<file path="config.mk">
export PLATFORM = sky130hd
export DESIGN_NAME = tilt_average_face_match_core
export DESIGN_NICKNAME = d
export VERILOG_FILES = /design/src/tafm_pkg.sv /design/src/tilt_average_face_match_core.sv /design/src/tafm_divider.sv /design/src/tafm_face_search.sv
export VERILOG_INCLUDE_DIRS = /design/src /design/src/src
export SDC_FILE = /design/constraint.sdc
export NUM_CORES = 2
export LEC_CHECK = 0
export BUFFER_PORTS_ARGS = -buffer_cell sky130_fd_sc_hd__buf_2
export CELL_PAD_IN_SITES_DETAIL_PLACEMENT = 1
export CELL_PAD_IN_SITES_GLOBAL_PLACEMENT = 1
export CORE_MARGIN = 10
export CORE_UTILIZATION = 45
export DETAILED_ROUTE_END_ITERATION = 8
export MAX_ROUTING_LAYER = met4
export PLACE_DENSITY_LB_ADDON = 0.1
export SLEW_MARGIN = 0
export SYNTH_ARGS = -nofsm -noshare
export SYNTH_HDL_FRONTEND = slang
export SYNTH_SLANG_ARGS = --single-unit
</file>
<file path="constraint.sdc">
create_clock -name clock -period 10.2 [get_ports clock]
set_input_delay 1.02 -clock clock [delete_from_list [all_inputs] [get_ports clock]]
set_output_delay 1.02 -clock clock [all_outputs]
set_load 0.01 [all_outputs]
</file>
<file path="src/tilt_average_face_match_core_defines.svh">
// ----------------------------------------------------------------------------
// Tilt average face match: assertion macros
// Shared helpers for concurrent checks in the core.
// ----------------------------------------------------------------------------
`ifndef TILT_AVERAGE_FACE_MATCH_CORE_DEFINES_SVH
`define TILT_AVERAGE_FACE_MATCH_CORE_DEFINES_SVH

// Consequent must hold in the same cycle as the antecedent.
`define TAFM_ASSERT_NOW(label, clk, rst, ante, cons, msg) \
   label: assert property (@(posedge clk) disable iff (rst) (ante) |-> (cons)) \
      else $error(msg);

// Consequent must hold in the cycle after the antecedent.
`define TAFM_ASSERT_NEXT(label, clk, rst, ante, cons, msg) \
   label: assert property (@(posedge clk) disable iff (rst) (ante) |=> (cons)) \
      else $error(msg);

`endif

</file>
<file path="src/tafm_pkg.sv">
// ----------------------------------------------------------------------------
// Tilt average face match: package
// Beat types, register map and fixed field widths.
// ----------------------------------------------------------------------------
package tafm_pkg;

   // fixed field widths
   localparam int AXIS_W     = 16;
   localparam int SLOT_W     = 5;
   localparam int THR_W      = 15;
   localparam int TOL_W      = 16;
   localparam int FIU_W      = 6;
   localparam int SPB_W      = 5;
   localparam int NUM_AXES   = 3;
   localparam int AXIS_IDX_W = 2;
   localparam int CSR_ADDR_W = 4;
   localparam int CSR_DATA_W = 32;

   // operation codes
   localparam logic OP_LOAD   = 1'b0;
   localparam logic OP_SAMPLE = 1'b1;

   // register indexes (paddr[3:2])
   typedef enum logic [1:0] {
      CSR_ZERO_THRESHOLD    = 2'd0,
      CSR_MATCH_TOLERANCE   = 2'd1,
      CSR_FACES_IN_USE      = 2'd2,
      CSR_SAMPLES_PER_BATCH = 2'd3
   } csr_index_type;

   // register reset values
   localparam logic [THR_W-1:0] RST_ZERO_THRESHOLD    = 15'd81;
   localparam logic [TOL_W-1:0] RST_MATCH_TOLERANCE   = 16'd1639;
   localparam logic [FIU_W-1:0] RST_FACES_IN_USE      = 6'd20;
   localparam logic [SPB_W-1:0] RST_SAMPLES_PER_BATCH = 5'd10;

   // axis indexes
   localparam logic [AXIS_IDX_W-1:0] AXIS_X = 2'd0;
   localparam logic [AXIS_IDX_W-1:0] AXIS_Y = 2'd1;
   localparam logic [AXIS_IDX_W-1:0] AXIS_Z = 2'd2;

   typedef struct packed {
      logic                     operation;
      logic [SLOT_W-1:0]        face_slot;
      logic signed [AXIS_W-1:0] ref_x;
      logic signed [AXIS_W-1:0] ref_y;
      logic signed [AXIS_W-1:0] ref_z;
      logic signed [AXIS_W-1:0] sample_x;
      logic signed [AXIS_W-1:0] sample_y;
      logic signed [AXIS_W-1:0] sample_z;
   } req_beat_type;

   typedef struct packed {
      logic                     face_found;
      logic [SLOT_W-1:0]        face_number;
      logic signed [AXIS_W-1:0] mean_x;
      logic signed [AXIS_W-1:0] mean_y;
      logic signed [AXIS_W-1:0] mean_z;
   } rsp_beat_type;

   // one three-axis vector (face entry or batch means)
   typedef struct packed {
      logic signed [AXIS_W-1:0] x;
      logic signed [AXIS_W-1:0] y;
      logic signed [AXIS_W-1:0] z;
   } vec3_type;

   // face search outcome
   typedef struct packed {
      logic              found;
      logic [SLOT_W-1:0] number;
   } search_result_type;

endpackage

</file>
<file path="src/tilt_average_face_match_core.sv">
// ----------------------------------------------------------------------------
// Tilt average face match core
// Averages batches of accelerometer samples and finds the matching face.
// ----------------------------------------------------------------------------
// Usage:
//   Input beats are taken when start is high and busy is low. A load beat
//   (operation 0) writes one face table entry in that cycle and leaves busy
//   low. A sample beat raises busy while it is folded into the per-axis
//   accumulators, one read and one write-back of the accumulator memory per
//   axis, and no new sample is taken until it has been folded in.
//   The sample that closes a batch also runs the average and the search:
//   the shared serial divider divides the three axis sums in turn (the sum
//   width SUM_W is 17 + log2(MAX_BATCH), 21 by default; an axis with no
//   qualifying reading ends early), then the search walks the face memory's
//   single read port, and the result beat follows.
//   The result beat sits on rsp_data for one cycle with rsp_strobe high and
//   busy drops in that same cycle; the receiver cannot stall it.
//   Reset clears the accumulators (valid bits), the batch count and the
//   registers to their defaults; the face table is undefined until loaded.
//   The user must write registers over the APB port only while busy is low; the block does not enforce it.
// ----------------------------------------------------------------------------
`include "tilt_average_face_match_core_defines.svh"

module tilt_average_face_match_core
   import tafm_pkg::*;
#(
   parameter int FACE_SLOTS = 32,
   parameter int MAX_BATCH  = 16
) (
   input  logic                  clock,
   input  logic                  reset,
   // input channel
   input  logic                  start,
   output logic                  busy,
   input  req_beat_type          req_data,
   // result channel
   output logic                  rsp_strobe,
   output rsp_beat_type          rsp_data,
   // register port
   input  logic                  psel,
   input  logic                  penable,
   input  logic                  pwrite,
   input  logic [CSR_ADDR_W-1:0] paddr,
   input  logic [CSR_DATA_W-1:0] pwdata,
   output logic [CSR_DATA_W-1:0] prdata,
   output logic                  pready
);

   localparam int SUM_W = 17 + $clog2(MAX_BATCH);
   localparam int CNT_W = $clog2(MAX_BATCH + 1);
   localparam int BAT_W = (CNT_W > SPB_W) ? CNT_W : SPB_W;

   typedef enum logic [6:0] {
      ST_IDLE     = 7'b0000001,
      ST_ACC_RD   = 7'b0000010,
      ST_ACC_WR   = 7'b0000100,
      ST_DIV_RD   = 7'b0001000,
      ST_DIV_GO   = 7'b0010000,
      ST_DIV_WAIT = 7'b0100000,
      ST_SEARCH   = 7'b1000000
   } state_type;

   typedef struct packed {
      logic signed [SUM_W-1:0] sum;
      logic [CNT_W-1:0]        cnt;
   } acc_entry_type;

   // registers
   logic [THR_W-1:0] thr_ff, thr_in;
   logic [TOL_W-1:0] tol_ff, tol_in;
   logic [FIU_W-1:0] fiu_ff, fiu_in;
   logic [SPB_W-1:0] spb_ff, spb_in;
   logic             csr_we;
   csr_index_type    csr_idx;

   // control
   state_type                state_ff, state_in;
   logic [AXIS_IDX_W-1:0]    axis_ff, axis_in;
   logic [CNT_W-1:0]         scount_ff, scount_in;
   vec3_type                 sample_ff, sample_in;
   vec3_type                 mean_ff, mean_in;
   logic                     rsp_strobe_ff, rsp_strobe_in;
   rsp_beat_type             rsp_data_ff, rsp_data_in;

   // accumulator memory
   acc_entry_type            acc_mem [NUM_AXES];
   logic [NUM_AXES-1:0]      acc_vld_ff, acc_vld_in;
   acc_entry_type            acc_rd_ff;
   logic                     acc_rd_vld_ff;
   logic                     acc_re;
   logic                     acc_we;
   acc_entry_type            acc_wdata;
   acc_entry_type            acc_cur;

   // datapath
   logic                     accept;
   logic signed [AXIS_W-1:0] reading;
   logic [AXIS_W:0]          reading_ext;
   logic [AXIS_W:0]          reading_mag;
   logic                     qualify;
   logic [CNT_W-1:0]         scount_next;
   logic [BAT_W-1:0]         spb_ext;
   logic [BAT_W-1:0]         batch;
   logic                     batch_end;

   // divider and search links
   logic                     div_start;
   logic                     div_done;
   logic signed [AXIS_W-1:0] div_quo;
   logic                     srch_start;
   logic                     srch_done;
   search_result_type        srch_result;
   vec3_type                 load_entry;

   // ---------------- register port ----------------
   assign csr_we  = psel && penable && pwrite;
   assign csr_idx = csr_index_type'(paddr[3:2]);
   assign pready  = 1'b1;

   always_comb begin
      thr_in = thr_ff;
      tol_in = tol_ff;
      fiu_in = fiu_ff;
      spb_in = spb_ff;
      if (csr_we) begin
         case (csr_idx)
            CSR_ZERO_THRESHOLD: begin
               thr_in = pwdata[THR_W-1:0];
            end
            CSR_MATCH_TOLERANCE: begin
               tol_in = pwdata[TOL_W-1:0];
            end
            CSR_FACES_IN_USE: begin
               fiu_in = pwdata[FIU_W-1:0];
            end
            CSR_SAMPLES_PER_BATCH: begin
               spb_in = pwdata[SPB_W-1:0];
            end
            default: begin
            end
         endcase
      end
   end

   always_comb begin
      case (csr_idx)
         CSR_ZERO_THRESHOLD:    prdata = CSR_DATA_W'(thr_ff);
         CSR_MATCH_TOLERANCE:   prdata = CSR_DATA_W'(tol_ff);
         CSR_FACES_IN_USE:      prdata = CSR_DATA_W'(fiu_ff);
         CSR_SAMPLES_PER_BATCH: prdata = CSR_DATA_W'(spb_ff);
         default:               prdata = '0;
      endcase
   end

   // ---------------- sample datapath ----------------
   assign accept = start && (state_ff == ST_IDLE);

   // axis reading picked by the sequencer
   always_comb begin
      case (axis_ff)
         AXIS_X:  reading = sample_ff.x;
         AXIS_Y:  reading = sample_ff.y;
         AXIS_Z:  reading = sample_ff.z;
         default: reading = '0;
      endcase
      reading_ext = {reading[AXIS_W-1], reading};
      reading_mag = reading[AXIS_W-1] ? ((AXIS_W + 1)'(0) - reading_ext) : reading_ext;
      qualify     = reading_mag > {2'b00, thr_ff};
   end

   // read-modify-write value; invalid entries read as zero
   always_comb begin
      acc_cur   = acc_rd_vld_ff ? acc_rd_ff : '0;
      acc_wdata = acc_cur;
      if (qualify) begin
         acc_wdata.sum = acc_cur.sum + {{(SUM_W - AXIS_W){reading[AXIS_W-1]}}, reading};
         acc_wdata.cnt = acc_cur.cnt + 1'b1;
      end
   end

   // effective batch size: zero acts as one, capped at MAX_BATCH
   always_comb begin
      spb_ext = BAT_W'(spb_ff);
      if (spb_ff == '0) begin
         batch = BAT_W'(1);
      end else if (spb_ext > BAT_W'(MAX_BATCH)) begin
         batch = BAT_W'(MAX_BATCH);
      end else begin
         batch = spb_ext;
      end
      scount_next = scount_ff + 1'b1;
      batch_end   = BAT_W'(scount_next) >= batch;
   end

   // ---------------- sequencer ----------------
   always_comb begin
      state_in      = state_ff;
      axis_in       = axis_ff;
      scount_in     = scount_ff;
      sample_in     = sample_ff;
      mean_in       = mean_ff;
      acc_vld_in    = acc_vld_ff;
      acc_re        = 1'b0;
      acc_we        = 1'b0;
      div_start     = 1'b0;
      srch_start    = 1'b0;
      rsp_strobe_in = 1'b0;
      rsp_data_in   = rsp_data_ff;
      case (state_ff)
         ST_IDLE: begin
            if (accept && (req_data.operation == OP_SAMPLE)) begin
               sample_in.x = req_data.sample_x;
               sample_in.y = req_data.sample_y;
               sample_in.z = req_data.sample_z;
               axis_in     = AXIS_X;
               state_in    = ST_ACC_RD;
            end
         end
         ST_ACC_RD: begin
            acc_re   = 1'b1;
            state_in = ST_ACC_WR;
         end
         ST_ACC_WR: begin
            acc_we              = 1'b1;
            acc_vld_in[axis_ff] = 1'b1;
            if (axis_ff == AXIS_Z) begin
               axis_in = AXIS_X;
               if (batch_end) begin
                  scount_in = '0;
                  state_in  = ST_DIV_RD;
               end else begin
                  scount_in = scount_next;
                  state_in  = ST_IDLE;
               end
            end else begin
               axis_in  = axis_ff + 1'b1;
               state_in = ST_ACC_RD;
            end
         end
         ST_DIV_RD: begin
            acc_re   = 1'b1;
            state_in = ST_DIV_GO;
         end
         ST_DIV_GO: begin
            // hand the totals to the divider and clear the entry
            div_start           = 1'b1;
            acc_vld_in[axis_ff] = 1'b0;
            state_in            = ST_DIV_WAIT;
         end
         ST_DIV_WAIT: begin
            if (div_done) begin
               case (axis_ff)
                  AXIS_X:  mean_in.x = div_quo;
                  AXIS_Y:  mean_in.y = div_quo;
                  default: mean_in.z = div_quo;
               endcase
               if (axis_ff == AXIS_Z) begin
                  srch_start = 1'b1;
                  state_in   = ST_SEARCH;
               end else begin
                  axis_in  = axis_ff + 1'b1;
                  state_in = ST_DIV_RD;
               end
            end
         end
         ST_SEARCH: begin
            if (srch_done) begin
               rsp_strobe_in           = 1'b1;
               rsp_data_in.face_found  = srch_result.found;
               rsp_data_in.face_number = srch_result.number;
               rsp_data_in.mean_x      = mean_ff.x;
               rsp_data_in.mean_y      = mean_ff.y;
               rsp_data_in.mean_z      = mean_ff.z;
               state_in                = ST_IDLE;
            end
         end
         default: begin
            state_in = ST_IDLE;
         end
      endcase
   end

   always_ff @(posedge clock) begin
      if (reset) begin
         thr_ff        <= RST_ZERO_THRESHOLD;
         tol_ff        <= RST_MATCH_TOLERANCE;
         fiu_ff        <= RST_FACES_IN_USE;
         spb_ff        <= RST_SAMPLES_PER_BATCH;
         state_ff      <= ST_IDLE;
         axis_ff       <= AXIS_X;
         scount_ff     <= '0;
         acc_vld_ff    <= '0;
         rsp_strobe_ff <= 1'b0;
      end else begin
         thr_ff        <= thr_in;
         tol_ff        <= tol_in;
         fiu_ff        <= fiu_in;
         spb_ff        <= spb_in;
         state_ff      <= state_in;
         axis_ff       <= axis_in;
         scount_ff     <= scount_in;
         acc_vld_ff    <= acc_vld_in;
         rsp_strobe_ff <= rsp_strobe_in;
      end
      sample_ff   <= sample_in;
      mean_ff     <= mean_in;
      rsp_data_ff <= rsp_data_in;
   end

   // accumulator memory, registered read
   always_ff @(posedge clock) begin
      if (acc_we) begin
         acc_mem[axis_ff] <= acc_wdata;
      end
      if (acc_re) begin
         acc_rd_ff     <= acc_mem[axis_ff];
         acc_rd_vld_ff <= acc_vld_ff[axis_ff];
      end
   end

   // ---------------- units ----------------
   tafm_divider #(
      .SUM_W (SUM_W),
      .CNT_W (CNT_W)
   ) u_divider (
      .clock    (clock),
      .reset    (reset),
      .start    (div_start),
      .dividend (acc_cur.sum),
      .divisor  (acc_cur.cnt),
      .done     (div_done),
      .quotient (div_quo)
   );

   assign load_entry.x = req_data.ref_x;
   assign load_entry.y = req_data.ref_y;
   assign load_entry.z = req_data.ref_z;

   tafm_face_search #(
      .FACE_SLOTS (FACE_SLOTS)
   ) u_face_search (
      .clock        (clock),
      .reset        (reset),
      .load_we      (accept && (req_data.operation == OP_LOAD)),
      .load_slot    (req_data.face_slot),
      .load_entry   (load_entry),
      .start        (srch_start),
      .means        (mean_ff),
      .faces_in_use (fiu_ff),
      .tolerance    (tol_ff),
      .done         (srch_done),
      .result       (srch_result)
   );

   assign busy       = (state_ff != ST_IDLE);
   assign rsp_strobe = rsp_strobe_ff;
   assign rsp_data   = rsp_data_ff;

   // ---------------- checks ----------------
   `TAFM_ASSERT_NEXT(a_strobe_single, clock, reset, rsp_strobe, !rsp_strobe, "result strobe longer than one cycle")
   `TAFM_ASSERT_NEXT(a_sample_busy, clock, reset, start && !busy && (req_data.operation == OP_SAMPLE), busy, "sample beat did not raise busy")
   `TAFM_ASSERT_NOW(a_miss_number, clock, reset, rsp_strobe && !rsp_data.face_found, rsp_data.face_number == '0, "face number nonzero on a miss")
   `TAFM_ASSERT_NOW(a_div_state, clock, reset, div_done, state_ff == ST_DIV_WAIT, "divider finished outside its wait state")

endmodule

</file>
<file path="src/tafm_divider.sv">
// ----------------------------------------------------------------------------
// Tilt average face match: serial divider
// Signed sum over unsigned count, truncated toward zero, one bit per cycle.
// A zero count gives a zero quotient.
// ----------------------------------------------------------------------------
module tafm_divider
   import tafm_pkg::*;
#(
   parameter int SUM_W = 21,
   parameter int CNT_W = 5
) (
   input  logic                     clock,
   input  logic                     reset,
   input  logic                     start,
   input  logic signed [SUM_W-1:0]  dividend,
   input  logic [CNT_W-1:0]         divisor,
   output logic                     done,
   output logic signed [AXIS_W-1:0] quotient
);

   localparam int STEP_W = $clog2(SUM_W + 1);

   logic              busy_ff, busy_in;
   logic              done_ff, done_in;
   logic [STEP_W-1:0] step_ff, step_in;
   logic [SUM_W-1:0]  quo_ff, quo_in;
   logic [CNT_W-1:0]  rem_ff, rem_in;
   logic [CNT_W-1:0]  dsr_ff, dsr_in;
   logic              neg_ff, neg_in;
   logic              zero_ff, zero_in;

   logic [CNT_W:0]    rem_shift;
   logic [CNT_W+1:0]  diff;
   logic              ge;
   logic [SUM_W-1:0]  mag;
   logic [SUM_W-1:0]  signed_quo;

   // trial subtract of one quotient bit
   always_comb begin
      rem_shift = {rem_ff, quo_ff[SUM_W-1]};
      diff      = {1'b0, rem_shift} - {2'b00, dsr_ff};
      ge        = ~diff[CNT_W+1];
      mag       = dividend[SUM_W-1] ? (SUM_W'(0) - dividend) : dividend;
   end

   always_comb begin
      busy_in = busy_ff;
      done_in = 1'b0;
      step_in = step_ff;
      quo_in  = quo_ff;
      rem_in  = rem_ff;
      dsr_in  = dsr_ff;
      neg_in  = neg_ff;
      zero_in = zero_ff;
      if (start) begin
         busy_in = 1'b1;
         step_in = STEP_W'(SUM_W);
         quo_in  = mag;
         rem_in  = '0;
         dsr_in  = divisor;
         neg_in  = dividend[SUM_W-1];
         zero_in = (divisor == '0);
      end else if (busy_ff) begin
         if ((step_ff == '0) || zero_ff) begin
            busy_in = 1'b0;
            done_in = 1'b1;
         end else begin
            step_in = step_ff - 1'b1;
            quo_in  = {quo_ff[SUM_W-2:0], ge};
            rem_in  = ge ? diff[CNT_W-1:0] : rem_shift[CNT_W-1:0];
         end
      end
   end

   always_ff @(posedge clock) begin
      if (reset) begin
         busy_ff <= 1'b0;
         done_ff <= 1'b0;
      end else begin
         busy_ff <= busy_in;
         done_ff <= done_in;
      end
      step_ff <= step_in;
      quo_ff  <= quo_in;
      rem_ff  <= rem_in;
      dsr_ff  <= dsr_in;
      neg_ff  <= neg_in;
      zero_ff <= zero_in;
   end

   // apply sign; quotient magnitude always fits the axis width
   assign signed_quo = neg_ff ? (SUM_W'(0) - quo_ff) : quo_ff;
   assign quotient   = zero_ff ? '0 : signed_quo[AXIS_W-1:0];
   assign done       = done_ff;

endmodule

</file>
<file path="src/tafm_face_search.sv">
// ----------------------------------------------------------------------------
// Tilt average face match: face table and search
// Face reference memory with one write port for loads and a registered read
// port that the search walks one entry per cycle, stopping at the first hit.
// ----------------------------------------------------------------------------
module tafm_face_search
   import tafm_pkg::*;
#(
   parameter int FACE_SLOTS = 32
) (
   input  logic              clock,
   input  logic              reset,
   input  logic              load_we,
   input  logic [SLOT_W-1:0] load_slot,
   input  vec3_type          load_entry,
   input  logic              start,
   input  vec3_type          means,
   input  logic [FIU_W-1:0]  faces_in_use,
   input  logic [TOL_W-1:0]  tolerance,
   output logic              done,
   output search_result_type result
);

   localparam int ADDR_W = (FACE_SLOTS > 1) ? $clog2(FACE_SLOTS) : 1;
   localparam int LIM_RAW = $clog2(FACE_SLOTS + 1);
   localparam int LIM_W = (LIM_RAW > FIU_W) ? LIM_RAW : FIU_W;

   vec3_type face_mem [FACE_SLOTS];

   logic              active_ff, active_in;
   logic [LIM_W-1:0]  next_ff, next_in;
   logic              rd_vld_ff;
   logic [LIM_W-1:0]  rd_idx_ff;
   vec3_type          rd_data_ff;
   logic              done_ff;
   search_result_type result_ff, result_in;

   logic [LIM_W-1:0]  fiu_ext;
   logic [LIM_W-1:0]  lim;
   logic [LIM_W-1:0]  slot_ext;
   logic              slot_ok;
   logic              hit;
   logic              finish;
   logic              issue;

   // per-axis distance check against tolerance
   function automatic logic axis_ok(input logic signed [AXIS_W-1:0] a,
                                    input logic signed [AXIS_W-1:0] b,
                                    input logic [TOL_W-1:0] tol);
      logic [AXIS_W:0] d;
      logic [AXIS_W:0] m;
      d = {a[AXIS_W-1], a} - {b[AXIS_W-1], b};
      m = d[AXIS_W] ? ((AXIS_W + 1)'(0) - d) : d;
      return m <= {1'b0, tol};
   endfunction

   // search limit, capped at table depth
   always_comb begin
      fiu_ext  = LIM_W'(faces_in_use);
      lim      = (fiu_ext > LIM_W'(FACE_SLOTS)) ? LIM_W'(FACE_SLOTS) : fiu_ext;
      slot_ext = LIM_W'(load_slot);
      slot_ok  = slot_ext < LIM_W'(FACE_SLOTS);
   end

   // compare the entry read last cycle, decide whether to go on
   always_comb begin
      hit = axis_ok(means.x, rd_data_ff.x, tolerance) &&
            axis_ok(means.y, rd_data_ff.y, tolerance) &&
            axis_ok(means.z, rd_data_ff.z, tolerance);
      finish = active_ff &&
               ((rd_vld_ff && (hit || (rd_idx_ff == (lim - 1'b1)))) ||
                (!rd_vld_ff && (next_ff >= lim)));
      issue  = active_ff && !finish && (next_ff < lim);
   end

   always_comb begin
      active_in = active_ff;
      next_in   = next_ff;
      result_in = result_ff;
      if (start) begin
         active_in = 1'b1;
         next_in   = '0;
      end else begin
         if (issue) begin
            next_in = next_ff + 1'b1;
         end
         if (finish) begin
            active_in        = 1'b0;
            result_in.found  = rd_vld_ff && hit;
            result_in.number = (rd_vld_ff && hit) ? rd_idx_ff[SLOT_W-1:0] : '0;
         end
      end
   end

   always_ff @(posedge clock) begin
      if (reset) begin
         active_ff <= 1'b0;
         rd_vld_ff <= 1'b0;
         done_ff   <= 1'b0;
      end else begin
         active_ff <= active_in;
         rd_vld_ff <= issue && !start;
         done_ff   <= finish && !start;
      end
      next_ff   <= next_in;
      rd_idx_ff <= next_ff;
      result_ff <= result_in;
   end

   // face memory: load writes, search reads through a register
   always_ff @(posedge clock) begin
      if (load_we && slot_ok) begin
         face_mem[slot_ext[ADDR_W-1:0]] <= load_entry;
      end
      if (issue) begin
         rd_data_ff <= face_mem[next_ff[ADDR_W-1:0]];
      end
   end

   assign done   = done_ff;
   assign result = result_ff;

endmodule
</file>
=== Yosys cells after proc, flatten, opt, wreduce, memory -nomap -nowiden ===
Memory sizes are Yosys's and may differ from the RTL's. A register that Yosys moved wholly into a read port is not among the register bits.
Index checks and enable logic that the tools add are counted.
Widths: inputs -> output; s select.

* Add/sub/neg operators: 17
* $lt $le $gt $ge: 11
* Equal/unequal tests: 19
* Muxes and demuxes: 53
* Bitwise gates (word level): 10
* Reduce and logical (&&, ||, !) cells: 50

{| class="wikitable"
|+ Operators with widths
! operator !! count
|-
| $pmux 32 s4 || 1
|-
| $mux 21 || 4
|-
| $mux 17 || 4
|-
| $mux 26 || 2
|-
| $le 17x16->1 || 3
|-
| $sub 1x17->17 const A || 3
|-
| $sub 16x16->17 || 3
|-
| $pmux 7 s7 || 1
|-
| $pmux 16 s3 || 1
|-
| $mux 7 || 5
|-
| $mux 16 || 2
|-
| $add 21x21->21 || 1
|-
| $sub 1x21->21 const A || 1
|-
| $mux 5 || 4
|-
| $reduce_and 2->1 || 10
|-
| $mux 1 || 19
|-
| $gt 17x15->1 || 1
|-
| $sub 1x16->17 const A || 1
|-
| $logic_and 1x1->1 || 16
|-
| $sub 1x16->16 const A || 1
|-
| $logic_not 5->1 || 3
|-
| $reduce_and 3->1 || 4
|-
| $add 5x1->5 const B || 2
|-
| $mux 2 || 4
|-
| 43 further kinds || 64
|}

* Flip-flop bits (word level): 272
* Bits in writable memories: 1614
* Bits of input ports: 144
* Output and inout port bits: 89
* Word-level logic and storage cells: 198
* Memories: 2

{| class="wikitable"
|+ Memory list
! memory !! words !! width !! rd ports !! clocked after memory_dff !! wr ports !! line !! RTL
|-
| u_face_search.face_mem || 32 || 48 || 1 || 1 || 1 || tafm_face_search.sv:28 || <nowiki>vec3_type face_mem [FACE_SLOTS];</nowiki>
|-
| acc_mem || 3 || 26 || 1 || 1 || 1 || tilt_average_face_match_core.sv:86 || <nowiki>acc_entry_type acc_mem [NUM_AXES];</nowiki>
|}

=== Logic depth before layout (Yosys ltp) ===
* Word-level depth: 14
* Gate-level depth with buffers: 24

=== Hierarchy ===
From an unflattened synthesis, not the netlist that was laid out.

* Cell total of the unflattened synthesis: 4474
* Area, all modules: 82008.7 µm²

{| class="wikitable"
|+ By module, submodules not included
! module !! instances !! cells each !! area each (µm²)
|-
| tafm_face_search || 1 || 3108 || 65694.3
|-
| tilt_average_face_match_core || 1 || 1061 || 13575.5
|-
| tafm_divider || 1 || 305 || 2738.9
|}

=== Worst setup path after synthesis ===
OpenSTA, ideal clock, no wires.

* Path type: register to register
* From: register mean_ff[16] (netlist bit)
* To: register u_face_search.next_ff[4]
* Library setup time: 0.121 ns
* Data arrival time: 5.085 ns
* Data required time: 10.079 ns
* Path slack: 4.994 ns
* Cell stages (with the launch flop): 22
* Period minus slack after synthesis: 5.206 ns
* Cell sequence: edfxtp_1 -> inv_1 -> ha_1 -> fa_1 -> nand2b_1 -> a21oi_1 -> xnor2_1 -> nor4_1 -> nand2_1 -> nor2_1 -> nand2_1 -> o31ai_1 -> xor2_1 -> ha_1 -> nand4_1 -> or2_2 -> a41oi_1 -> a211o_1 -> a221oi_2 -> a21oi_4 -> nand4_1 -> mux2i_1

* Cells in the longest elaborated chain, start to end: 13

{| class="wikitable"
|+ Ends and longest elaborated chain
! element !! line !! RTL
|-
| start: declaration || tilt_average_face_match_core.sv:81 || <nowiki>vec3_type mean_ff, mean_in;</nowiki>
|-
| start signal: assignment || tilt_average_face_match_core.sv:306 || <nowiki>mean_ff <= mean_in;</nowiki>
|-
| $sub 16x16->17 (*) || tafm_face_search.sv:52 || <nowiki>d = {a[AXIS_W-1], a} - {b[AXIS_W-1], b};</nowiki>
|-
| $sub 1x17->17 || tafm_face_search.sv:53 || <nowiki>m = d[AXIS_W] ? ((AXIS_W + 1)'(0) - d) : d;</nowiki>
|-
| $mux 17 (*) || tafm_face_search.sv:53 ||
|-
| $le 17x16->1 (*) || tafm_face_search.sv:54 || <nowiki>return m <= {1'b0, tol};</nowiki>
|-
| $logic_and 1x1->1 (*) || tafm_face_search.sv:67 || <nowiki>hit = axis_ok(means.x, rd_data_ff.x, tolerance) &&</nowiki>
|-
| $logic_and 1x1->1 (*) || tafm_face_search.sv:68 || <nowiki>axis_ok(means.y, rd_data_ff.y, tolerance) &&</nowiki>
|-
| $logic_or 1x1->1 (*) || tafm_face_search.sv:71 || <nowiki>((rd_vld_ff && (hit || (rd_idx_ff == (lim - 1'b1)))) ||</nowiki>
|-
| $logic_and 1x1->1 (*) || tafm_face_search.sv:71 ||
|-
| $logic_or 1x1->1 (*) || tafm_face_search.sv:71 ||
|-
| $logic_and 1x1->1 (*) || tafm_face_search.sv:70 || <nowiki>finish = active_ff &&</nowiki>
|-
| $logic_not 1->1 (*) || tafm_face_search.sv:73 || <nowiki>issue = active_ff && !finish && (next_ff < lim);</nowiki>
|-
| $logic_and 1x1->1 (*) (2 in series) || tafm_face_search.sv:73 ||
|-
| net u_face_search.issue || tafm_face_search.sv:44 || <nowiki>logic issue;</nowiki>
|-
| end signal: assignment || tafm_face_search.sv:105 || <nowiki>next_ff <= next_in;</nowiki>
|-
| end: declaration || tafm_face_search.sv:31 || <nowiki>logic [LIM_W-1:0] next_ff, next_in;</nowiki>
|}

The timed path passes the listed nets; every way through them passes the cells marked *.
A chain may end at the register's enable or synchronous reset.

=== Worst setup path after layout ===
* From: register mean_ff[32] (netlist bit)
* To: register u_face_search.result_ff, in the netlist u_face_search.result[1], enable pin

* Cells in the longest elaborated chain, start to end: 11

{| class="wikitable"
|+ Ends and longest elaborated chain
! element !! line !! RTL
|-
| $sub 16x16->17 (*) || tafm_face_search.sv:52 ||
|-
| $sub 1x17->17 || tafm_face_search.sv:53 ||
|-
| $mux 17 (*) || tafm_face_search.sv:53 ||
|-
| $le 17x16->1 (*) || tafm_face_search.sv:54 ||
|-
| $logic_and 1x1->1 (*) || tafm_face_search.sv:67 ||
|-
| $logic_and 1x1->1 (*) || tafm_face_search.sv:68 ||
|-
| $logic_or 1x1->1 (*) || tafm_face_search.sv:71 ||
|-
| $logic_and 1x1->1 (*) || tafm_face_search.sv:71 ||
|-
| $logic_or 1x1->1 (*) || tafm_face_search.sv:71 ||
|-
| $logic_and 1x1->1 (*) || tafm_face_search.sv:70 ||
|-
| $reduce_and 2->1 (no source line) (*) || n/a ||
|-
| end signal: assignment || tafm_face_search.sv:107 || <nowiki>result_ff <= result_in;</nowiki>
|-
| end: declaration || tafm_face_search.sv:36 || <nowiki>search_result_type result_ff, result_in;</nowiki>
|}

Mark *: on every way between the ends. The rest lies on a longest branch, timed or not.

==> results.json <==
{
  "timing.final.hold_violations": 0,
  "timing.max_cap.violations": 0,
  "cts_made_buffers": 205,
  "power.ir.vdd_worst_mv": 0.3235,
  "synthAdderAreaFrac": 0.02650,
  "dr.pass1.iters": 8,
  "antenna_violations_before_repair": 23,
  "detail_route.wl_per_cell_um": 30.41,
  "routed_wirelength_mm": 221.7,
  "synth_seq_area_share": 0.7099,
  "top_usage_layer": "met2",
  "hold_path_class": "in2reg",
  "highest_clock_rate_mhz": 152.1,
  "final.setup.worst_slack_ns": 3.625,
  "ctsLongestPathBuffers": 3,
  "synth_flop_cell": "edfxtp_1",
  "cts_setup_buffers": 0,
  "synth.top_cell.area_share": 0.6886,
  "setup_total_negative_slack_ns": 0,
  "drt_drc_violations_left": 0,
  "synthesis.area_per_instance_um2": 18.37,
  "synth_top_family_by_area": "multiplexers",
  "synth_compound_gate_area_share": 0.03848,
  "rows": 156,
  "synth_area_leader_cell": "edfxtp_1",
  "grt_usage": 0.2277,
  "die_h_um": 446.0,
  "synth.lib_cells_used.distinct": 94,
  "via_count_of_the_first_global_routing_pass": 44605,
  "run_status": "completed",
  "final.min_clock_period_ns": 6.575,
  "crit_buf_inv": 1,
  "ctsHtreeMaxLevel": 4,
  "yosysWarnings": 0,
  "critical_path_peak_fanout": 6,
  "clkLatencyLatePin_ns": 0.86,
  "cp_cell_sequence": "inv_1, ha_1, fa_1, nand2b_1, a21oi_1, o41ai_1, mux2i_1, a211oi_1, nand2_1, nor3_1, nor3b_1, or2_2, xnor2_1, ha_1, and3_1, nand3_1, o32a_1, o31a_1, a211o_1, a221oi_2, a21boi_1, nor3_1",
  "pin_count_of_the_biggest_net_entering_global_routing": 144,
  "async_flop_share": 0,
  "slowest_stage": "nor3_1",
  "drt.antenna.violating_nets": 0,
  "path_delay_family": "compound AO/OA/AOI/OAI gates",
  "worst_pin_slew_ns": 1.301,
  "gpl.final_weighted_congestion": 0.8511,
  "yosys-top-cells-area": "edfxtp_1, mux4_2, ha_1",
  "routed_via_density": 5.852,
  "yosys-mux-area-fraction": 0.1479,
  "timing.critical_path.arrival_ns": 7.00,
  "setup_viol_count_final": 0,
  "pre_cts_ws_ns": 3.671,
  "final.fill_count": 16424,
  "cpPeakStageDelay_ns": 0.83,
  "grt_setup_unrepaired": "false",
  "synth-simple-area-share": 0.04349,
  "static-leakage-power_nw": 30.08,
  "clock_tree_from_tritoncts": "built",
  "drv_slew": 0,
  "grt_pass1_wl_mm": 321.4,
  "design.core.area_um2": 180500,
  "timing.critical_path.to_type": "register",
  "number_of_enable_flip_flop_cells_after_synthesis": 1873,
  "grt_util_met2": 0.3669,
  "layout-area-overhead-vs-synth_pct": 12.99,
  "syn_area_um2": 81680,
  "die_w_um": 446.0,
  "timing.max_slew.rel_slack": 0.1325,
  "critPathKind": "reg2reg",
  "dr.first_iter.drc_count": 3634,
  "finalNetCount": 5056,
  "initial_utilization": 0.4524,
  "io_buffers": 197,
  "ctsResizeCount": 0,
  "drive_gt1_frac": 0.2383,
  "clock_tree.root_cell": "clkbuf_16",
  "ctsHoldBuffers": 0,
  "parity_gate_share_of_the_synthesized_area_counting_xor_and_xnor_cells": 0.01587,
  "design.portCount": 233,
  "worstPathRequired_ns": 10.63,
  "worst_setup_hold_path_clk_slew_ns": 0.06,
  "detailroute.via_count": 42662,
  "power.density_nw_per_um2": 212.5,
  "layout_worst_path_cycle_share": 0.6446,
  "globalRouteMet3Util": 0.03416,
  "dieArea_um2": 198900,
  "dp_hpwl_mm": 131.1,
  "global_route.overflow_total": 0,
  "groute.layer.met1.usage": 0.3067,
  "synth-seq-cells": 1960,
  "syn-instance-count": 4446,
  "tritoncts_num_sinks": 1960,
  "critical_path.startpoint_type": "register",
  "final.setup_skew_ns": 0.05107
}
[layout make-up]
cell class,count,area (um^2),area share
Sequential cell,1960,58010,0.6285
Timing Repair Buffer,274,1614,0.01749
Clock buffer,275,5485,0.05944
Clock inverter,100,1035,0.01121
Multi-Input combinational cell,2148,22580,0.2447
Tap cell,2370,2965,0.03213
Inverter,153,574.3,0.006223
Antenna cell,10,25.02,0.0002712
[final timing paths]
kind | cells after the start | slack (ns) | start | end
worst max-delay path | 22 | 3.62 | mean_ff[32] | u_face_search.result[1]
worst min-delay path | 1 | 0.38 | req_data[25] | sample_ff[25]
worst max register to register | 22 | 3.62 | mean_ff[32] | u_face_search.result[1]
worst min register to register | 0 | 0.39 | u_face_search.next_ff[5] | u_face_search.rd_idx_ff[5]
[worst register-to-register path, stage by stage (launching register included)]
cell,delay (ns)
edfxtp_1,0.42
inv_1,0.06
ha_1,0.23
fa_1,0.43
nand2b_1,0.19
a21oi_1,0.34
o41ai_1,0.15
mux2i_1,0.16
a211oi_1,0.51
nand2_1,0.14
nor3_1,0.28
nor3b_1,0.21
or2_2,0.14
xnor2_1,0.07
ha_1,0.29
and3_1,0.18
nand3_1,0.10
o32a_1,0.33
o31a_1,0.13
a211o_1,0.27
a221oi_2,0.52
a21boi_1,0.21
nor3_1,0.83
[flip-flops by register name, indices dropped and copies added, names as in the netlist, 16 cells and up, named ones only]
signal / flops
mean_ff: 48
tol_ff: 16
rsp_data: 54
acc_mem: 78
u_divider.quo_ff: 21
u_face_search.face_mem: 1536
u_face_search.rd_data_ff: 48
sample_ff: 48
acc_rd_ff: 26
[cells by family (layout without fill, tap and decap cells)]
kind of cell,after synthesis,count (layout)
adder cells (fa/ha/maj),170,170
buffers and inverters,353,802
AO/OA/AOI/OAI,478,478
multiplexers,594,594
XOR/XNOR,148,148
other,2,27
flip-flops,1960,1960
AND/OR/NAND/NOR,741,741
[synth_stat cells (8+ instances only)]
cell	n
edfxtp_1	1873
mux4_2	485
nand2_1	238
nor2_1	212
ha_1	165
inv_1	152
a21oi_1	130
o21ai_0	120
clkbuf_1	118
xnor2_1	92
dfxtp_1	87
buf_1	56
mux2i_1	56
xor2_1	56
mux2_2	53
nand3_1	46
a21o_1	32
nor3_1	32
nand2b_1	27
nor2b_1	27
and2_1	26
a211oi_1	23
a211o_1	20
nand4_1	19
o31ai_1	19
a31oi_1	17
and3_1	17
buf_4	17
nor3b_1	17
a222oi_1	15
or3_1	15
o21a_1	14
o211ai_1	13
or2_2	12
nor4b_1	9
nand3b_1	8
or4_1	8
[cell usage in the layout, fill, tap and decap left out, types with 56 or more instances in the layout]
master	instances
mux4_2	485
dfxtp_1	81
clkbuf_1	63
xnor2_1	92
o21ai_0	120
a21oi_1	129
nor2_1	180
nand2_1	238
inv_1	152
edfxtp_1	1873
clkbuf_16	207
buf_2	197
ha_1	165
mux2i_1	56
xor2_1	56
buf_4	73
[layer usage]
metal / share of wire / up-vias
met5: 0 / -
met4: 0.024 / 0
met3: 0.050 / 314
met2: 0.49 / 1137
met1: 0.43 / 22785
li1: - / 18426
[through the flow]
| step | cells | power [mW] | area (um^2) | util | hold slack [ns] |
|---|---|---|---|---|---|
| after global placement | 6905 | 12.53 | 85740 | 0.4749 | 0.3771 |
| after CTS | 7280 | 19.83 | 92260 | 0.5110 | 0.3065 |
| after floorplan | 4461 | 11.58 | 81730 | - | 0.3540 |
| final | 7290 | 19.61 | 92280 | 0.5111 | 0.3789 |
| after global routing | 7287 | 20.46 | 92280 | 0.5111 | 0.3316 |
| after detailed placement | 6905 | 12.62 | 85740 | 0.4749 | 0.3780 |
[power by group]
group          leakage, nW  internal (mW)  switching (mW)
registers             17.6           9.16          0.0532
clock network         3.14           4.05            3.16
logic                 9.37           1.27            1.91
No activity file was read; power rests on OpenSTA's default activity.
